File: src/rtl/core/b62ts_pkg.sv
// ----------------------------------------------------------------------------
// b62ts_pkg
// Shared widths, radix constants and the base-62 character table for the
// base-62 time stamp encoder.
// ----------------------------------------------------------------------------
package b62ts_pkg;

  // Field widths
  localparam int unsigned TS_W    = 55;
  localparam int unsigned SEQ_W   = 16;
  localparam int unsigned CHAR_W  = 7;
  localparam int unsigned DIGIT_W = 6;

  // Work value and divide chunking
  localparam int unsigned WORK_W      = 72;
  localparam int unsigned CHUNK_W     = 8;
  localparam int unsigned N_CHUNKS    = WORK_W / CHUNK_W;
  localparam int unsigned CHUNK_CNT_W = $clog2(N_CHUNKS);

  // Radix and default digit count
  localparam int unsigned RADIX      = 62;
  localparam int unsigned DIGITS_DEF = 12;

  // Digit to ASCII: 0-9, A-Z, a-z; codes past the alphabet give '0'
  function automatic logic [CHAR_W-1:0] digit_to_ascii(input logic [DIGIT_W-1:0] d);
    logic [CHAR_W-1:0] c;
    c = CHAR_W'(d);
    case (d) inside
      [6'd0:6'd9]:   digit_to_ascii = c + CHAR_W'(48);
      [6'd10:6'd35]: digit_to_ascii = c + CHAR_W'(55);
      [6'd36:6'd61]: digit_to_ascii = c + CHAR_W'(61);
      default:       digit_to_ascii = CHAR_W'(48);
    endcase
  endfunction

endpackage

File: src/rtl/core/b62ts_div8.sv
// ----------------------------------------------------------------------------
// b62ts_div8
// Shared divide unit: eight restoring steps of division by 62 on one byte of
// the work value, carrying the partial remainder from the previous byte.
// ----------------------------------------------------------------------------
module b62ts_div8
  import b62ts_pkg::*;
(
  input  logic [DIGIT_W-1:0] rem_i,
  input  logic [CHUNK_W-1:0] byte_i,
  output logic [CHUNK_W-1:0] quot_o,
  output logic [DIGIT_W-1:0] rem_o
);

  localparam logic [DIGIT_W:0] RadixW = (DIGIT_W+1)'(RADIX);

  logic [DIGIT_W:0]   part;
  logic [DIGIT_W:0]   trial;
  logic [CHUNK_W-1:0] quot;

  // Restoring divide, msb first; partial remainder stays below the radix
  always_comb begin
    part = {1'b0, rem_i};
    quot = '0;
    for (int i = CHUNK_W - 1; i >= 0; i--) begin
      trial = {part[DIGIT_W-1:0], byte_i[i]};
      if (trial >= RadixW) begin
        trial   = trial - RadixW;
        quot[i] = 1'b1;
      end
      part = trial;
    end
  end

  assign quot_o = quot;
  assign rem_o  = part[DIGIT_W-1:0];

endmodule

File: src/rtl/core/base62_time_stamp_encoder_core.sv
// ----------------------------------------------------------------------------
// base62_time_stamp_encoder_core
// Packs a millisecond time stamp with a rolling 16-bit sequence number and
// emits the 72-bit value as DIGITS base-62 ASCII characters, msd first.
// ----------------------------------------------------------------------------
// Flow: an input beat starts the divide passes, one per digit, lsd first,
//   each feeding one byte of the work value through the shared divide unit
//   per cycle, nine bytes per digit; then one character per cycle while
//   out_ready_i. A new stamp is taken only once the last character is loaded;
//   in_ready_o is high only while the sequencer is idle.
// Reset: rst_ni clears the sequencer, sequence number and output valid.
// ----------------------------------------------------------------------------
module base62_time_stamp_encoder_core
  import b62ts_pkg::*;
#(
  parameter int unsigned DIGITS = DIGITS_DEF
) (
  input  logic              clk_i,
  input  logic              rst_ni,
  input  logic              in_valid_i,
  output logic              in_ready_o,
  input  logic [TS_W-1:0]   timestamp_ms_i,
  output logic              out_valid_o,
  input  logic              out_ready_i,
  output logic [CHAR_W-1:0] stamp_char_o,
  output logic              last_char_o
);

  localparam int unsigned IDX_W = $clog2(DIGITS);
  localparam logic [IDX_W-1:0] LastIdx = IDX_W'(DIGITS - 1);
  localparam logic [CHUNK_CNT_W-1:0] LastChunk = CHUNK_CNT_W'(N_CHUNKS - 1);

  // Sequencer states
  localparam logic [1:0] ST_IDLE = 2'd0;
  localparam logic [1:0] ST_DIV  = 2'd1;
  localparam logic [1:0] ST_EMIT = 2'd2;

  logic [1:0]             state_q, state_d;
  logic [SEQ_W-1:0]       seq_q, seq_d;
  logic [WORK_W-1:0]      work_q, work_d;
  logic [DIGIT_W-1:0]     rem_q, rem_d;
  logic [CHUNK_CNT_W-1:0] chunk_q, chunk_d;
  logic [IDX_W-1:0]       digit_q, digit_d;
  logic [DIGIT_W-1:0]     digit_store_q [DIGITS];
  logic                   out_valid_q, out_valid_d;
  logic [CHAR_W-1:0]      char_q;
  logic                   last_q, last_d;

  logic                   in_beat;
  logic                   out_load;
  logic                   store_wr;
  logic [CHUNK_W-1:0]     quot_byte;
  logic [DIGIT_W-1:0]     rem_next;

  assign in_beat = in_valid_i && (state_q == ST_IDLE);

  // Shared divide unit on the top byte of the work value
  b62ts_div8 u_div (
    .rem_i  (rem_q),
    .byte_i (work_q[WORK_W-1 -: CHUNK_W]),
    .quot_o (quot_byte),
    .rem_o  (rem_next)
  );

  // Sequencer
  always_comb begin
    state_d     = state_q;
    seq_d       = seq_q;
    work_d      = work_q;
    rem_d       = rem_q;
    chunk_d     = chunk_q;
    digit_d     = digit_q;
    out_valid_d = out_valid_q;
    last_d      = last_q;
    out_load    = 1'b0;
    store_wr    = 1'b0;

    if (out_valid_q && out_ready_i) begin
      out_valid_d = 1'b0;
    end

    case (state_q)
      ST_IDLE: begin
        if (in_beat) begin
          work_d  = {1'b0, timestamp_ms_i, seq_q};
          seq_d   = seq_q + SEQ_W'(1);
          rem_d   = '0;
          chunk_d = '0;
          digit_d = LastIdx;
          state_d = ST_DIV;
        end
      end
      ST_DIV: begin
        // quotient bytes rotate in at the bottom as dividend bytes leave
        work_d = {work_q[WORK_W-CHUNK_W-1:0], quot_byte};
        if (chunk_q == LastChunk) begin
          store_wr = 1'b1;
          rem_d    = '0;
          chunk_d  = '0;
          if (digit_q == '0) begin
            state_d = ST_EMIT;
          end else begin
            digit_d = digit_q - IDX_W'(1);
          end
        end else begin
          rem_d   = rem_next;
          chunk_d = chunk_q + CHUNK_CNT_W'(1);
        end
      end
      ST_EMIT: begin
        if (!out_valid_q || out_ready_i) begin
          out_load    = 1'b1;
          out_valid_d = 1'b1;
          last_d      = (digit_q == LastIdx);
          if (digit_q == LastIdx) begin
            digit_d = '0;
            state_d = ST_IDLE;
          end else begin
            digit_d = digit_q + IDX_W'(1);
          end
        end
      end
      default: begin
        state_d = ST_IDLE;
      end
    endcase
  end

  // Control registers
  always_ff @(posedge clk_i or negedge rst_ni) begin
    if (!rst_ni) begin
      state_q     <= ST_IDLE;
      seq_q       <= '0;
      rem_q       <= '0;
      chunk_q     <= '0;
      digit_q     <= '0;
      out_valid_q <= 1'b0;
    end else begin
      state_q     <= state_d;
      seq_q       <= seq_d;
      rem_q       <= rem_d;
      chunk_q     <= chunk_d;
      digit_q     <= digit_d;
      out_valid_q <= out_valid_d;
    end
  end

  // Payload registers; the character is read from the digit store here
  always_ff @(posedge clk_i) begin
    work_q <= work_d;
    if (out_load) begin
      char_q <= digit_to_ascii(digit_store_q[digit_q]);
      last_q <= last_d;
    end
  end

  // Digit store, written once per digit at the end of its divide pass
  always_ff @(posedge clk_i) begin
    if (store_wr) begin
      digit_store_q[digit_q] <= rem_next;
    end
  end

  assign in_ready_o   = (state_q == ST_IDLE);
  assign out_valid_o  = out_valid_q;
  assign stamp_char_o = char_q;
  assign last_char_o  = last_q;

  // Checks
  a_start_div: assert property (@(posedge clk_i) disable iff (!rst_ni)
    in_valid_i && in_ready_o |=> state_q == ST_DIV)
    else $error("input beat did not start a divide pass");

  a_rem_range: assert property (@(posedge clk_i) disable iff (!rst_ni)
    rem_q < DIGIT_W'(RADIX))
    else $error("partial remainder reached the radix");

  a_store_range: assert property (@(posedge clk_i) disable iff (!rst_ni)
    state_q == ST_EMIT |-> digit_store_q[digit_q] < DIGIT_W'(RADIX))
    else $error("stored digit out of range");

  // a waiting last character holds off the next stamp's first one
  a_last_ends: assert property (@(posedge clk_i) disable iff (!rst_ni)
    out_valid_o && last_char_o && state_q == ST_EMIT |-> digit_q == '0)
    else $error("next stamp emitted before the last character left");

endmodule
File: config.mk
export PLATFORM = sky130hd
export DESIGN_NAME = base62_time_stamp_encoder_core
export DESIGN_NICKNAME = d
export VERILOG_FILES = /design/src/rtl/core/b62ts_pkg.sv /design/src/rtl/core/b62ts_div8.sv /design/src/rtl/core/base62_time_stamp_encoder_core.sv
export SDC_FILE = /design/constraint.sdc
export NUM_CORES = 1
export LEC_CHECK = 0
export BUFFER_PORTS_ARGS = -buffer_cell sky130_fd_sc_hd__buf_2
export CORE_ASPECT_RATIO = 0.7
export CORE_MARGIN = 2
export CORE_UTILIZATION = 45
export CTS_BUF_LIST = sky130_fd_sc_hd__clkbuf_2 sky130_fd_sc_hd__clkbuf_4 sky130_fd_sc_hd__clkbuf_8
export DETAILED_ROUTE_END_ITERATION = 16
export PLACE_DENSITY = 0.61
export SKIP_CTS_REPAIR_TIMING = 1
export SLEW_MARGIN = 5
export SYNTH_ARGS = -nofsm -noshare
export SYNTH_HDL_FRONTEND = slang
export SYNTH_SLANG_ARGS = --single-unit
File: constraint.sdc
create_clock -name clk_i -period 10 [get_ports clk_i]
set_input_delay 1 -clock clk_i [delete_from_list [all_inputs] [get_ports clk_i]]
set_output_delay 1 -clock clk_i [all_outputs]
set_load 0.03 [all_outputs]
==> implementation parameters <==
Parameter                              Value

Drt
  Detailed-route wire length on metal 1 ... 11500 um
  Post-DRT Antenna Nets ... 0
  Total vias in the final route ... between 6000 and 7000
  Drt via density ... ~5.8
  Routed wire length ... 23100 um
  Wire length per cell after detailed routing ... about 20 um
  DRC violations left ... 0
  Met3 routed wirelength ... 1500 um
  Highest metal layer with signal wires ... met5
  Initial detailed-routing violation count ... slightly below 700
  Number of detailed-route iterations in the first pass ... 5
  Wire length on met2 ... 9830 um

Clock tree
  CTS sink cnt ... 185
  Clock latency on the worst-skew pair ... 470 ps
  TritonCTS buffer count ... 17
  Max H-tree Level ... 4
  Clock-pin slew on the worst setup and hold paths ... 110 ps
  CTS tree ... yes
  Max Buffers Root-to-Sink ... 2
  Clk Tree Root Cell ... sky130_fd_sc_hd__clkbuf_8

Finish
  Fill cell count ... 1853
  Commonest cells after routing, fill and taps aside ... sky130_fd_sc_hd__edfxtp_1 (152), sky130_fd_sc_hd__mux2_2 (77), sky130_fd_sc_hd__buf_2 (68)
  Antenna cells ... 0
  Area taken by multi-input logic gates ... ~4500 sq um
  Final layout net count ... approximately 1000
  Number of standard cells in the layout, taps in and fillers out ... 1183
  Fraction of final layout cells sized beyond drive strength 1 ... 30.1%
  Area grow syn2layout ... 13.3%
  Final core utilization ... a little over half
  Most common cell after layout, fill and taps aside ... sky130_fd_sc_hd__edfxtp_1
  Footprint of the flip-flops and latches ... 5390 sq um

Worst setup path
  Data required time of the critical path ... 10200 ps
  Most used cell, CP ... sky130_fd_sc_hd__ha_2
  Critical-path top delay cell ... sky130_fd_sc_hd__dfrtp_1
  Sort of element at the end of the critical path ... flip-flop
  Crit path max fanout ... 12
  Setup Crit Path Kind ... flip-flop to flip-flop
  Number of buffer and inverter instances along the worst setup path ... 3
  Critical path launch point type ... flip-flop
  Crit path max-delay family ... compound AO/OA/AOI/OAI gates
  Worst endpoint data arrival time ... 9770 ps
  Critical path's largest stage delay ... 420 ps

Logic synthesis
  Number of instances in the synthesized netlist ... 797
  Area of the mapped netlist ... about 10000 sq um
  Area leader, netlist ... sky130_fd_sc_hd__edfxtp_1
  Share of flip-flops with an asynchronous set or reset after synthesis ... 17.8%
  Yosys cell types ... 79
  Post-Synthesis Mean Instance Area ... 12.6 sq um
  Net count after synthesis ... 883
  Cell types with the largest area share after synthesis ... sky130_fd_sc_hd__edfxtp_1 (46%), sky130_fd_sc_hd__mux2_2 (8.7%), sky130_fd_sc_hd__dfrtp_1 (8.3%)
  Post-synthesis register bit count ... ~190
  Part of the Yosys area used for sequential elements ... between 50% and 60%
  Fraction of post-synthesis cell area in the top cell type by area ... between 40 and 50%
  Number of enable-type register cells in the synthesized netlist ... 152
  Total of warnings raised by yosys ... 0
  Commonest register cell after synthesis ... sky130_fd_sc_hd__edfxtp_1

STA
  Final critical-path share of the clock period ... 95.7%
  Setup total negative slack ... 0 ps
  Maximum clock skew at final layout ... 20.2 ps
  FMAX ... 105 MHz
  Slew Limit Headroom ... 24.4%
  Hold Fails Final Rpt ... 0
  Final setup violation count ... 0
  Slew of the pin with the lowest slew margin ... 1130 ps
  Post-layout min period ... between 9000 and 10000 ps
  Slew Viols, Final ... 0

Job
  Number of max-cap violations ... 0

Global route
  Vias in the first global route ... 6699
  Pin count of the biggest net entering global routing ... 92
  Antenna violations before repair ... 2
  Remaining Overflow, GRT ... 0
  Global-route usage over all layers ... 20.2%
  First-pass GRT wire length ... around 36000 um

Floorplanning
  Total Die Area ... 23500 sq um
  Core Footprint ... 21700 sq um
  Number of I/O pins ... 69
  Total number of placement rows ... 45
  Die height ... 129 um
  Starting density of the core ... 46.1%
  Die W ... approximately 180 um

Place
  Port Buffers ... 68
  Post-Place Cells ... approximately 1100
  Final weighted congestion in routability-driven placement ... 0.875
  Detail Placement HPWL ... 16300 um

Worst hold path
  Worst hold path class ... flip-flop to flip-flop

Outcome
  Outcome ... finished clean
[worst register-to-register path, delay by kind of cell, from the launching register on]
kind / cells / cell delay, ps
DFF: 1 / 420
AOI/OAI and AO/OA: 19 / 4120
and+or+nand+nor: 10 / 1890
muxes: 3 / 760
xor gates and xnor gates: 3 / 440
adders and majority gates: 6 / 1280
buffers and inverters: 3 / 360
[final cells by class]
type | instances | area share (%)
well taps | 282 | 3.11
multi-input cells | 559 | 39.9
inverters | 23 | 0.761
flip-flops and latches | 185 | 47.6
clock buffers | 19 | 2.25
repair buffers | 102 | 5.25
clock inverters | 13 | 1.16
[cells by family after synthesis]
family,synth area share (%)
simple gates,10.6
flops,53.9
compound gates,12.6
mux,15.6
buf+inv,2.09
fa+ha+maj,3.38
xor+xnor,1.84
[synth_stat cells (5+ instances only)]
master and instances:
sky130_fd_sc_hd__or3_1 6, sky130_fd_sc_hd__o21ai_0 40, sky130_fd_sc_hd__a21o_1 6, sky130_fd_sc_hd__o211ai_1 9
sky130_fd_sc_hd__and3_1 9, sky130_fd_sc_hd__a211oi_1 7, sky130_fd_sc_hd__nand2b_1 7, sky130_fd_sc_hd__ha_1 27
sky130_fd_sc_hd__nand4_1 9, sky130_fd_sc_hd__inv_1 23, sky130_fd_sc_hd__a22o_1 5, sky130_fd_sc_hd__o211a_1 5
sky130_fd_sc_hd__clkbuf_1 19, sky130_fd_sc_hd__a31oi_1 8, sky130_fd_sc_hd__nor2_1 40, sky130_fd_sc_hd__nor3_1 11
sky130_fd_sc_hd__a21boi_0 7, sky130_fd_sc_hd__a21oi_1 32, sky130_fd_sc_hd__mux4_2 18, sky130_fd_sc_hd__nor2b_1 8
sky130_fd_sc_hd__and2_1 23, sky130_fd_sc_hd__edfxtp_1 152, sky130_fd_sc_hd__buf_1 8, sky130_fd_sc_hd__xnor2_1 15
sky130_fd_sc_hd__xor2_1 6, sky130_fd_sc_hd__mux2_2 77, sky130_fd_sc_hd__dfrtp_1 33, sky130_fd_sc_hd__nand3_1 17
sky130_fd_sc_hd__mux2i_1 21, sky130_fd_sc_hd__nand2_1 59
[through the flow]
stage / worst slack (ps) / hold slack (ps) / instance area [sq um]
4_1_cts: -112 / 487 / 11200
6_report: 434 / 482 / 11300
3_5_place_dp: -31.2 / 471 / 10800
3_3_place_gp: 383 / 466 / 10800
5_1_grt: -59.7 / 515 / 11300
2_1_floorplan: 33.6 / 442 / 10000
[final timing paths]
check                               start                   to  slack [ps]  depth (start not counted)
worst min-delay path            seq_q[15]            seq_q[15]         480                          1
max in group asynchronous          rst_ni             rem_q[1]        8840                          1
worst min register to register  seq_q[15]            seq_q[15]         480                          1
worst max-delay path             rem_q[0]  digit_store_q[6][1]         430                         44
min in group asynchronous          rst_ni            seq_q[12]         600                          1
worst max register to register   rem_q[0]  digit_store_q[6][1]         430                         44
[state kept, by name (all words and copies together), names as in the netlist]
register       count
digit_store_q     72
seq_q             16
work_q            72
last_char_o        1
out_valid_o        1
stamp_char_o       7
rem_q              6
chunk_q            4
digit_q            4
state_q            2
[layer usage]
layer,vias up,GRT usage [%]
met2,229,28.8
met3,25,5.41
met1,3386,30.3
met4,2,5.50
li1,3260,-
met5,-,0
Power is left out: the tool's default activity adds up to more than one toggle a clock period on the data nets, which glitch-free logic cannot reach.
